$ cat src/sv/sleep_pressure_swa_step_defines.svh
// Assertion macros for the sleep pressure / SWA step block.
`ifndef SLEEP_PRESSURE_SWA_STEP_DEFINES_SVH
`define SLEEP_PRESSURE_SWA_STEP_DEFINES_SVH

// Same-cycle implication, off during reset.
`define SPS_ASSERT_NOW(label, ante, cons, msg) \
   label: assert property (@(posedge clock) disable iff (reset) (ante) |-> (cons)) \
      else $error(msg);

// Next-cycle implication, off during reset.
`define SPS_ASSERT_NEXT(label, ante, cons, msg) \
   label: assert property (@(posedge clock) disable iff (reset) (ante) |=> (cons)) \
      else $error(msg);

`endif

$ cat src/sv/sps_pkg.sv
package sps_pkg;

   localparam int LEVEL_W  = 32;
   localparam int RET_W    = 16;
   localparam int TICK_W   = 9;
   localparam int FACTOR_W = 17;
   localparam int CSR_IDX_W = 3;

   localparam logic [CSR_IDX_W-1:0] CSR_UPPER_LEVEL    = 3'd0;
   localparam logic [CSR_IDX_W-1:0] CSR_LOWER_LEVEL    = 3'd1;
   localparam logic [CSR_IDX_W-1:0] CSR_SWA_FLOOR      = 3'd2;
   localparam logic [CSR_IDX_W-1:0] CSR_WAKE_RET       = 3'd3;
   localparam logic [CSR_IDX_W-1:0] CSR_NREM_RET       = 3'd4;
   localparam logic [CSR_IDX_W-1:0] CSR_RUMINATION_RET = 3'd5;
   localparam logic [CSR_IDX_W-1:0] CSR_SWA_SYNC_RET   = 3'd6;
   localparam logic [CSR_IDX_W-1:0] CSR_SWA_DESYNC_RET = 3'd7;

   localparam logic [FACTOR_W-1:0] FACTOR_ONE = 17'd65536;

   typedef struct packed {
      logic                      start_req;
      logic signed [LEVEL_W-1:0] init_pressure;
      logic signed [LEVEL_W-1:0] initial_swa;
      logic        [TICK_W-1:0]  wake_ticks;
      logic        [TICK_W-1:0]  nrem_ticks;
      logic        [TICK_W-1:0]  rumination_ticks;
   } req_payload_type;

   typedef struct packed {
      logic signed [LEVEL_W-1:0] pressure_out;
      logic signed [LEVEL_W-1:0] swa_out;
   } rsp_payload_type;

   typedef enum logic [5:0] {
      ST_IDLE  = 6'b000001,
      ST_DIFF  = 6'b000010,
      ST_POW   = 6'b000100,
      ST_SCALE = 6'b001000,
      ST_ADD   = 6'b010000,
      ST_DONE  = 6'b100000
   } state_type;

   typedef enum logic [2:0] {
      PH_WAKE,
      PH_NREM,
      PH_RUMINATION,
      PH_SYNC,
      PH_DESYNC
   } phase_type;

endpackage

$ cat src/sv/sleep_pressure_swa_step.sv
// Channel  | Ports                          | Carries
// req      | req_valid req_ready req_data   | one scoring epoch (start flag, init, ticks)
// rsp      | rsp_valid rsp_ready rsp_data   | pressure and SWA at end of epoch
// csr      | csr_we csr_index csr_wdata     | eight level / retention registers
//
// Five phases per epoch, each a difference step, the retention power (a squaring step per
// exponent bit, a multiply step per set bit, an exit step), a scale and an add step, all on
// the single 32x17 multiplier. rsp_valid and req_ready rise together when the result
// commits; the next beat can be taken from then on.
// req_ready is high only while the sequencer is idle; a result waiting in the output
// register does not block the next accept, only the commit of the following result.
// Reset (synchronous, active high) clears the configuration, pressure, SWA, state, phase and the output valid.
`include "sleep_pressure_swa_step_defines.svh"

module sleep_pressure_swa_step
   import sps_pkg::*;
#(
   parameter int EPOCH_TICKS       = 256,
   parameter int RUMINATION_LOWERS = 1
) (
   input  logic                   clock,
   input  logic                   reset,
   input  logic                   req_valid,
   output logic                   req_ready,
   input  req_payload_type        req_data,
   output logic                   rsp_valid,
   input  logic                   rsp_ready,
   output rsp_payload_type        rsp_data,
   input  logic                   csr_we,
   input  logic [CSR_IDX_W-1:0]   csr_index,
   input  logic [LEVEL_W-1:0]     csr_wdata
);

   // Exponent width covers both the tick fields and the remainder of the epoch.
   localparam int EPOCH_BITS = $clog2(EPOCH_TICKS + 1);
   localparam int EXP_W      = (EPOCH_BITS > TICK_W) ? EPOCH_BITS : TICK_W;
   localparam logic [EXP_W-1:0] EPOCH_V = EXP_W'(EPOCH_TICKS);
   localparam int PROD_W     = LEVEL_W + FACTOR_W;

   // Configuration registers.
   logic signed [LEVEL_W-1:0] upper_ff, upper_in;
   logic signed [LEVEL_W-1:0] lower_ff, lower_in;
   logic signed [LEVEL_W-1:0] floor_ff, floor_in;
   logic [RET_W-1:0]          wake_ret_ff, wake_ret_in;
   logic [RET_W-1:0]          nrem_ret_ff, nrem_ret_in;
   logic [RET_W-1:0]          rum_ret_ff, rum_ret_in;
   logic [RET_W-1:0]          sync_ret_ff, sync_ret_in;
   logic [RET_W-1:0]          desync_ret_ff, desync_ret_in;

   // Model state and working levels.
   logic signed [LEVEL_W-1:0] pres_ff, pres_in;
   logic signed [LEVEL_W-1:0] swa_ff, swa_in;
   logic signed [LEVEL_W-1:0] pwork_ff, pwork_in;
   logic signed [LEVEL_W-1:0] swork_ff, swork_in;

   // Sequencer and shared-unit operands.
   state_type                 state_ff, state_in;
   phase_type                 phase_ff, phase_in;
   logic [TICK_W-1:0]         tw_ff, tw_in;
   logic [TICK_W-1:0]         tn_ff, tn_in;
   logic [TICK_W-1:0]         tr_ff, tr_in;
   logic [LEVEL_W-1:0]        mag_ff, mag_in;
   logic                      neg_ff, neg_in;
   logic [FACTOR_W-1:0]       res_ff, res_in;
   logic [RET_W-1:0]          base_ff, base_in;
   logic [EXP_W-1:0]          exp_ff, exp_in;
   logic signed [LEVEL_W:0]   scaled_ff, scaled_in;

   // Output register.
   logic                      rsp_valid_ff, rsp_valid_in;
   rsp_payload_type           rsp_data_ff, rsp_data_in;

   // Datapath.
   logic signed [LEVEL_W-1:0] x_sel, t_sel, ref_sel;
   logic [RET_W-1:0]          ret_sel;
   logic [EXP_W-1:0]          tick_sel, rest;
   logic signed [LEVEL_W:0]   diff;
   logic [LEVEL_W:0]          diff_abs;
   logic [LEVEL_W-1:0]        mul_a;
   logic [FACTOR_W-1:0]       mul_b;
   logic [PROD_W-1:0]         prod, prod_rnd;
   logic [LEVEL_W:0]          rnd_q;
   logic signed [LEVEL_W+1:0] sum;
   logic signed [LEVEL_W-1:0] sum_sat;
   logic                      commit;

   assign req_ready = (state_ff == ST_IDLE);
   assign rsp_valid = rsp_valid_ff;
   assign rsp_data  = rsp_data_ff;

   // Remaining ticks of the epoch after NREM, clamped at zero.
   assign rest = (EPOCH_V > EXP_W'(tn_ff)) ? EPOCH_V - EXP_W'(tn_ff) : '0;

   // Pick level, target, retention and exponent for the current phase.
   always_comb begin
      x_sel    = pwork_ff;
      t_sel    = lower_ff;
      ret_sel  = nrem_ret_ff;
      tick_sel = EXP_W'(tn_ff);
      case (phase_ff)
         PH_WAKE: begin
            x_sel    = pres_ff;
            t_sel    = upper_ff;
            ret_sel  = wake_ret_ff;
            tick_sel = EXP_W'(tw_ff);
         end
         PH_NREM: begin
            x_sel    = pwork_ff;
            t_sel    = lower_ff;
            ret_sel  = nrem_ret_ff;
            tick_sel = EXP_W'(tn_ff);
         end
         PH_RUMINATION: begin
            x_sel    = pwork_ff;
            t_sel    = (RUMINATION_LOWERS != 0) ? lower_ff : upper_ff;
            ret_sel  = rum_ret_ff;
            tick_sel = EXP_W'(tr_ff);
         end
         PH_SYNC: begin
            // new SWA = p - scale(old p - old SWA) = p + scale(old SWA - old p)
            x_sel    = swa_ff;
            t_sel    = pwork_ff;
            ret_sel  = sync_ret_ff;
            tick_sel = EXP_W'(tn_ff);
         end
         PH_DESYNC: begin
            x_sel    = swork_ff;
            t_sel    = floor_ff;
            ret_sel  = desync_ret_ff;
            tick_sel = rest;
         end
         default: begin
            x_sel    = pwork_ff;
            t_sel    = lower_ff;
            ret_sel  = nrem_ret_ff;
            tick_sel = EXP_W'(tn_ff);
         end
      endcase
   end

   // The sync step scales the old levels' difference but adds it to the new pressure.
   assign ref_sel  = (phase_ff == PH_SYNC) ? pres_ff : t_sel;
   assign diff     = {x_sel[LEVEL_W-1], x_sel} - {ref_sel[LEVEL_W-1], ref_sel};
   assign diff_abs = diff[LEVEL_W] ? (~diff + 1'b1) : diff;

   // Shared multiplier: factor steps in the power loop, magnitude times factor in scale.
   always_comb begin
      mul_a = mag_ff;
      mul_b = res_ff;
      if (state_ff == ST_POW) begin
         mul_b = {1'b0, base_ff};
         if (exp_ff[0]) begin
            mul_a = LEVEL_W'(res_ff);
         end else begin
            mul_a = LEVEL_W'(base_ff);
         end
      end
   end

   assign prod     = PROD_W'(mul_a) * PROD_W'(mul_b);
   assign prod_rnd = prod + PROD_W'(32768);
   assign rnd_q    = prod_rnd[PROD_W-1:16];

   // Add the scaled difference to the target and clip to the 32-bit range.
   assign sum = {{2{t_sel[LEVEL_W-1]}}, t_sel} + {scaled_ff[LEVEL_W], scaled_ff};
   always_comb begin
      if (sum[LEVEL_W+1:LEVEL_W-1] == 3'b000 || sum[LEVEL_W+1:LEVEL_W-1] == 3'b111) begin
         sum_sat = sum[LEVEL_W-1:0];
      end else if (sum[LEVEL_W+1]) begin
         sum_sat = {1'b1, {(LEVEL_W-1){1'b0}}};
      end else begin
         sum_sat = {1'b0, {(LEVEL_W-1){1'b1}}};
      end
   end

   assign commit = (state_ff == ST_DONE) && (!rsp_valid_ff || rsp_ready);

   // Configuration writes.
   always_comb begin
      upper_in      = upper_ff;
      lower_in      = lower_ff;
      floor_in      = floor_ff;
      wake_ret_in   = wake_ret_ff;
      nrem_ret_in   = nrem_ret_ff;
      rum_ret_in    = rum_ret_ff;
      sync_ret_in   = sync_ret_ff;
      desync_ret_in = desync_ret_ff;
      if (csr_we) begin
         case (csr_index)
            CSR_UPPER_LEVEL:    upper_in      = csr_wdata;
            CSR_LOWER_LEVEL:    lower_in      = csr_wdata;
            CSR_SWA_FLOOR:      floor_in      = csr_wdata;
            CSR_WAKE_RET:       wake_ret_in   = csr_wdata[RET_W-1:0];
            CSR_NREM_RET:       nrem_ret_in   = csr_wdata[RET_W-1:0];
            CSR_RUMINATION_RET: rum_ret_in    = csr_wdata[RET_W-1:0];
            CSR_SWA_SYNC_RET:   sync_ret_in   = csr_wdata[RET_W-1:0];
            CSR_SWA_DESYNC_RET: desync_ret_in = csr_wdata[RET_W-1:0];
            default: ;
         endcase
      end
   end

   // Sequencer.
   always_comb begin
      state_in     = state_ff;
      phase_in     = phase_ff;
      tw_in        = tw_ff;
      tn_in        = tn_ff;
      tr_in        = tr_ff;
      pres_in      = pres_ff;
      swa_in       = swa_ff;
      pwork_in     = pwork_ff;
      swork_in     = swork_ff;
      mag_in       = mag_ff;
      neg_in       = neg_ff;
      res_in       = res_ff;
      base_in      = base_ff;
      exp_in       = exp_ff;
      scaled_in    = scaled_ff;
      rsp_valid_in = rsp_valid_ff && !rsp_ready;
      rsp_data_in  = rsp_data_ff;
      case (state_ff)
         ST_IDLE: begin
            if (req_valid) begin
               // Latch the beat; a start flag reloads the state first.
               tw_in    = req_data.wake_ticks;
               tn_in    = req_data.nrem_ticks;
               tr_in    = req_data.rumination_ticks;
               phase_in = PH_WAKE;
               state_in = ST_DIFF;
               if (req_data.start_req) begin
                  pres_in = req_data.init_pressure;
                  swa_in  = req_data.initial_swa;
               end
            end
         end
         ST_DIFF: begin
            // Hold the magnitude and sign of the difference; seed the power loop.
            mag_in   = diff_abs[LEVEL_W-1:0];
            neg_in   = diff[LEVEL_W];
            res_in   = FACTOR_ONE;
            base_in  = ret_sel;
            exp_in   = tick_sel;
            state_in = ST_POW;
         end
         ST_POW: begin
            if (exp_ff == '0) begin
               state_in = ST_SCALE;
            end else if (exp_ff[0]) begin
               // Multiply the set bit in, then drop it.
               res_in = rnd_q[FACTOR_W-1:0];
               exp_in = {exp_ff[EXP_W-1:1], 1'b0};
            end else begin
               // Square the base and advance one bit.
               base_in = rnd_q[RET_W-1:0];
               exp_in  = exp_ff >> 1;
            end
         end
         ST_SCALE: begin
            // Round to nearest, ties away from zero, by scaling the magnitude.
            scaled_in = neg_ff ? -$signed({1'b0, rnd_q[LEVEL_W-1:0]})
                               : $signed({1'b0, rnd_q[LEVEL_W-1:0]});
            state_in  = ST_ADD;
         end
         ST_ADD: begin
            if (phase_ff == PH_SYNC || phase_ff == PH_DESYNC) begin
               swork_in = sum_sat;
            end else begin
               pwork_in = sum_sat;
            end
            case (phase_ff)
               PH_WAKE:       phase_in = PH_NREM;
               PH_NREM:       phase_in = PH_RUMINATION;
               PH_RUMINATION: phase_in = PH_SYNC;
               PH_SYNC:       phase_in = PH_DESYNC;
               default:       phase_in = PH_DESYNC;
            endcase
            state_in = (phase_ff == PH_DESYNC) ? ST_DONE : ST_DIFF;
         end
         ST_DONE: begin
            // Wait for the output register to free, then commit state and result.
            if (commit) begin
               pres_in                  = pwork_ff;
               swa_in                   = swork_ff;
               rsp_data_in.pressure_out = pwork_ff;
               rsp_data_in.swa_out      = swork_ff;
               rsp_valid_in             = 1'b1;
               state_in                 = ST_IDLE;
            end
         end
         default: begin
            state_in = ST_IDLE;
         end
      endcase
   end

   always_ff @(posedge clock) begin
      if (reset) begin
         upper_ff      <= '0;
         lower_ff      <= '0;
         floor_ff      <= '0;
         wake_ret_ff   <= '0;
         nrem_ret_ff   <= '0;
         rum_ret_ff    <= '0;
         sync_ret_ff   <= '0;
         desync_ret_ff <= '0;
         pres_ff       <= '0;
         swa_ff        <= '0;
         state_ff      <= ST_IDLE;
         phase_ff      <= PH_WAKE;
         rsp_valid_ff  <= 1'b0;
      end else begin
         upper_ff      <= upper_in;
         lower_ff      <= lower_in;
         floor_ff      <= floor_in;
         wake_ret_ff   <= wake_ret_in;
         nrem_ret_ff   <= nrem_ret_in;
         rum_ret_ff    <= rum_ret_in;
         sync_ret_ff   <= sync_ret_in;
         desync_ret_ff <= desync_ret_in;
         pres_ff       <= pres_in;
         swa_ff        <= swa_in;
         state_ff      <= state_in;
         phase_ff      <= phase_in;
         rsp_valid_ff  <= rsp_valid_in;
      end
   end

   always_ff @(posedge clock) begin
      tw_ff       <= tw_in;
      tn_ff       <= tn_in;
      tr_ff       <= tr_in;
      pwork_ff    <= pwork_in;
      swork_ff    <= swork_in;
      mag_ff      <= mag_in;
      neg_ff      <= neg_in;
      res_ff      <= res_in;
      base_ff     <= base_in;
      exp_ff      <= exp_in;
      scaled_ff   <= scaled_in;
      rsp_data_ff <= rsp_data_in;
   end

   `SPS_ASSERT_NEXT(a_busy_after_accept, req_valid && req_ready, !req_ready, "ready after accept")
   `SPS_ASSERT_NEXT(a_pow_exit, state_ff == ST_POW && exp_ff == '0, state_ff == ST_SCALE, "pow exit")
   `SPS_ASSERT_NOW(a_factor_bounded, state_ff == ST_POW, res_ff <= FACTOR_ONE, "factor above one")
   `SPS_ASSERT_NEXT(a_commit_matches, commit, rsp_valid && rsp_data.pressure_out == pres_ff && rsp_data.swa_out == swa_ff, "commit mismatch")

endmodule

$ cat config.mk
export PLATFORM = sky130hd
export DESIGN_NAME = sleep_pressure_swa_step
export DESIGN_NICKNAME = d
export VERILOG_FILES = /design/src/sv/sps_pkg.sv /design/src/sv/sleep_pressure_swa_step.sv
export VERILOG_INCLUDE_DIRS = /design/src /design/src/sv
export SDC_FILE = /design/constraint.sdc
export NUM_CORES = 2
export LEC_CHECK = 0
export BUFFER_PORTS_ARGS = -buffer_cell sky130_fd_sc_hd__buf_4
export CELL_PAD_IN_SITES_DETAIL_PLACEMENT = 1
export CELL_PAD_IN_SITES_GLOBAL_PLACEMENT = 2
export CORE_UTILIZATION = 40
export DETAILED_ROUTE_END_ITERATION = 8
export GPL_ROUTABILITY_DRIVEN = 0
export PLACE_DENSITY_LB_ADDON = 0.1
export SLEW_MARGIN = 0
export SYNTH_ARGS = -nofsm -noshare
export SYNTH_HDL_FRONTEND = slang
export SYNTH_SLANG_ARGS = --single-unit
$ cat constraint.sdc
create_clock -name clock -period 11.1 [get_ports clock]
set_input_delay 0.555 -clock clock [delete_from_list [all_inputs] [get_ports clock]]
set_output_delay 0.555 -clock clock [all_outputs]
set_load 0.03 [all_outputs]
**Yosys cells after proc, flatten, opt, wreduce, memory -nomap -nowiden**

Cells that the tools add are included.

- $add $sub $neg: 6
- Multiply operators: 1
- Magnitude comparators: 1
- Equal/unequal tests: 25
- Mux-type cells: 40
- Bitwise operators: 2
- Reduce and logical (&&, ||, !) cells: 32

Operators by type and width:

| operator | count |
|---|---|
| two-way mux 32 bit | 12 |
| one-hot mux 32 bit (3 select lines) | 2 |
| one-hot mux 32 bit (2 select lines) | 2 |
| two-way mux 17 bit | 4 |
| one-hot mux 16 bit (4 select lines) | 1 |
| adder 48 x 16 -> 48 bit (second input constant) | 1 |
| multiplier 32 x 17 -> 48 bit | 1 |
| one-hot mux 6 bit (6 select lines) | 1 |
| adder 32 x 33 -> 34 bit | 1 |
| one-hot mux 17 bit (2 select lines) | 1 |
| negator 32 -> 33 bit | 1 |
| subtractor 32 x 32 -> 33 bit | 1 |
| adder 32 x 1 -> 32 bit (second input constant) | 1 |
| two-way mux 16 bit | 2 |
| inverter 32 bit | 1 |
| one-hot mux 16 bit (2 select lines) | 1 |
| AND reduction 2 bit | 14 |
| two-way mux 9 bit | 3 |
| one-hot mux 9 bit (3 select lines) | 1 |
| two-way mux 6 bit | 4 |
| equality test 3 bit (second input constant) | 6 |
| one-hot mux 9 bit (2 select lines) | 1 |
| equality test 3 x 2 -> 1 bit (second input constant) | 4 |
| != test 2 bit (second input constant) | 5 |
| 23 further kinds | 36 |

- Register bits after elaboration: 513
- Input port bits: 132
- Output and inout port bits: 66
- Word-level logic and storage cells: 135

**Logic depth before layout (Yosys ltp)**

- Depth after elaboration: 7
- Mapped depth: 33
- Mapped depth without buffers: 30

**Worst setup path before layout**

No wires, ideal clock.

- Kind: register -> register
- From: reg state_ff[3]
- To: reg scaled_ff[32], data pin
- Setup time: 0.254 ns
- Arrival: 8.412 ns
- Path slack: 2.434 ns
- Cell stages (with the launch flop): 27
- Path buffers: 2
- Period minus slack after synthesis: 8.666 ns
- Path through: dfxtp_1 -> or4_4 -> nor2_1 -> clkbuf_1 -> clkbuf_1 -> mux2i_1 -> nor2_1 -> fa_1 -> inv_1 -> fa_1 -> fa_1 -> inv_1 -> fa_1 -> fa_1 -> fa_1 -> ha_1 -> a21o_1 -> a21o_1 -> a211oi_1 -> nand3_1 -> o21a_1 -> xor2_1 -> or3_1 -> or4_4 -> or3_4 -> or4_1 -> o21a_1

- Cells in the longest elaborated chain, start to end: 5
- Elaborated cells between the ends (all ways): 6
- Those cells by class: 2 x add/sub; 1 x mul; 1 x eq/ne; 2 x mux

RTL lines:

| item | line | RTL |
|---|---|---|
| start: declaration | sleep_pressure_swa_step.sv:57 | `state_type state_ff, state_in;` |
| start signal: assignment | sleep_pressure_swa_step.sv:323 | `state_ff <= state_in;` |
| equality test 6 x 3 -> 1 bit * | sleep_pressure_swa_step.sv:150 | `if (state_ff == ST_POW) begin` |
| two-way mux 32 bit or two-way mux 17 bit (tied branches) | sleep_pressure_swa_step.sv:150 |  |
| multiplier 32 x 17 -> 48 bit * | sleep_pressure_swa_step.sv:160 | `assign prod = PROD_W'(mul_a) * PROD_W'(mul_b);` |
| adder 48 x 16 -> 48 bit * | sleep_pressure_swa_step.sv:161 | `assign prod_rnd = prod + PROD_W'(32768);` |
| negator 32 -> 33 bit * | sleep_pressure_swa_step.sv:261 | `scaled_in = neg_ff ? -$signed({1'b0, rnd_q[LEVEL_W-1:0]})` |
| end signal: assignment | sleep_pressure_swa_step.sv:340 | `scaled_ff <= scaled_in;` |
| end: declaration | sleep_pressure_swa_step.sv:67 | `logic signed [LEVEL_W:0] scaled_ff, scaled_in;` |

Mark *: on every way between the ends. The rest lies on a longest branch, timed or not.
A chain may end at the register's enable or synchronous reset.

**Worst setup path in the final report**

- From: reg state_ff[5]
- To: reg scaled_ff[32], data pin

Same word-level chain as after synthesis.

==> key figures <==
Run status
  – Status: finished, final reports clean

Place
  – Port-buffer cells: 197
  – Dpl cells: 6,207
  – Post-DP HPWL: 119,000 um

Floorplan
  – Initial Util: 0.403
  – Die width: 333 um
  – Die height: 333 um
  – CORE AREA: 109,000 um2
  – DIE AREA: 111,000 um2
  – Ports: 198
  – Rows: 121

Cells and area
  – Non-filler cells, final: 6,309
  – Layout cells sized above 1: 0.0883
  – Max FFs per register: 64
  – Nets: 5,640
  – Layout area overhead: 10.5%

Route
  – Post-route ant nets: 0
  – Initial drt markers: 2,118
  – Post-DR wirelength/cell: 25.2 um
  – TritonRoute pass-1 iters: 5
  – WL final: 159,000 um
  – DRC Markers: 0
  – Routed vias: 36,100
  – Vias/cell: 5.73

Synthesis
  – Synth cell types: 89
  – Count leader, synth: nand2_1
  – Synth top area share: 0.205
  – Top cells by area, synth: fa_1 (21%), edfxtp_1 (18%), dfxtp_1 (11%)
  – Primary FF master, synth: edfxtp_1
  – Synth area leader: fa_1
  – Post-synth EDFFs: 263
  – Synth warn: 0
  – Post-Synthesis Cells: 4,835
  – Average size of a mapped cell: 9.08 um2
  – Post-Syn Area: 43,900 um2
  – Top cells by count, synth: nand2_1 (778), inv_1 (477), fa_1 (450)
  – Ys async rst share: 0
  – Post-Syn Nets: 5,628
  – Sequential share of the synthesized area: 0.294
  – FF+latch count, synth: 513

Worst setup path
  – Critical Path RT: 11.48 ns
  – Max stage delay on crit path: 1.00 ns
  – CP Data Arrival Time: 10.83 ns
  – Top cell by count, worst path: fa_1
  – Capturing element type of the critical path: register
  – Setup Crit Path Kind: register to register
  – Cells on worst reg2reg path: 26
  – CP max stage cell: o21ai_0
  – Max Fanout on Critical Path: 36
  – Crit start category: register

Global route
  – Vias in the first global route: 38,000
  – Largest net degree at the start of global routing: 103
  – Final global-route overflow total: 0
  – Met2 Track Usage GR: 0.472
  – GRT Util Overall: 0.287
  – First-pass GRT wire length: 243,000 um
  – Routing usage on met3: 0.0269
  – Met1 track demand over resource: 0.407
  – GRT Max-Usage Layer: met2
  – Initial antenna violation count: 3

Hold path
  – Type of the tightest min-delay check: input port to register
  – Hold Path Stages: 1

STA
  – Minimum clock period: 10.45 ns
  – Fmax: 0.0957 GHz
  – Pins Over Slew Limit: 0
  – Slew HR: 0.180
  – Finish-stage setup viols: 0
  – Final worst path period share: 0.942
  – Hold Fails Final Rpt: 0
  – Clock Skew: 0.0330 ns
  – Setup TNS Final: 0 ns
  – Worst-Margin Slew: 1.22 ns
  – Min Hold Slack: 0.0897 ns
  – RSZ-0062 raised after global routing: false

Clock tree
  – Post-CTS Hold Fix Bufs: 0
  – CTS tree: yes
  – Clock-pin slew on the worst setup and hold paths: 0.07 ns
  – Clock Path Buffers: 3
  – CTS H-tree lvls: 2
  – Worst-Skew Late Latency: 0.64 ns
  – Setup Fix Bufs, Post-CTS: 0
  – Root buf cell: clkbuf_16
  – Cts repair resizes: 0
  – Clk sinks: 513
  – TritonCTS Buffers: 52

Run
  – Max Cap Violations: 0
## through the flow
step / worst slack, ns / cell area [um2] / util
2_1_floorplan: 2.43 / 43900 / -
3_3_place_gp: 1.04 / 46700 / 0.429
3_5_place_dp: 0.884 / 46700 / 0.429
4_1_cts: 0.825 / 48500 / 0.446
5_1_grt: 0.405 / 48500 / 0.446
6_report: 0.649 / 48500 / 0.446
## area by class of cell
class                      instances  area (um2)
timing repair buffer             275        2070
tap                             1414        1770
fill                           12400       60300
antenna                            4        10.0
sequential                       513       12900
clock inverter                    28         378
inverter                         478        1800
clock buffer                      70        1450
multi-input combinational       3527       28100
## cell usage in the layout (no fill, tap or decap), types with 12 or more instances in the layout
master,instances
nand3_1,71
nor3_1,28
ha_1,211
nand2_1,773
nand2b_1,31
a31oi_1,23
xnor2_1,95
o21ai_0,168
a211oi_1,87
a221oi_1,140
mux2i_1,128
clkbuf_16,53
nand4_1,22
fa_1,450
a21oi_1,338
o21ai_1,15
buf_4,274
and3_1,126
o21a_1,31
nor2_1,324
o211ai_1,24
inv_1,476
a21o_1,85
o21bai_1,17
nor2b_1,19
edfxtp_1,263
nand3b_1,12
or3_1,18
xor2_1,48
dfxtp_1,247
or2_2,12
and2_1,35
## critical path: cells and delay by family, from the launching register on
family                   cells  cell delay [ns]
AND/OR/NAND/NOR              9             3.14
XOR/XNOR                     1             0.22
buffers and inverters        4             0.54
AO/OA/AOI/OAI                5             2.43
flip-flops                   1             0.36
adder cells (fa/ha/maj)      7             3.51
## worst paths after layout
kind / from / endpoint / slack [ns]
max: state_ff[5] / scaled_ff[32] / 0.65
max reg2reg: state_ff[5] / scaled_ff[32] / 0.65
min reg2reg: wake_ret_ff[3] / wake_ret_ff[3] / 0.45
min: req_data[2] / tr_ff[2] / 0.09
## metal layers
metal,share of wire,up-vias
met1,0.46,18500
met5,0.000076,-
met4,0.021,2
met2,0.47,923
met3,0.047,174
li1,-,16500
## logic make-up after synthesis
kind of cell	share of synthesized area
and+or+nand+nor	0.156
AOI/OAI and AO/OA	0.156
buffers and inverters	0.0685
adders and majority gates	0.265
DFF	0.294
xor gates and xnor gates	0.0287
muxes	0.0320
Power is not shown: default switching activity piles up to over one toggle a cycle in this logic, so the estimate is an artifact.
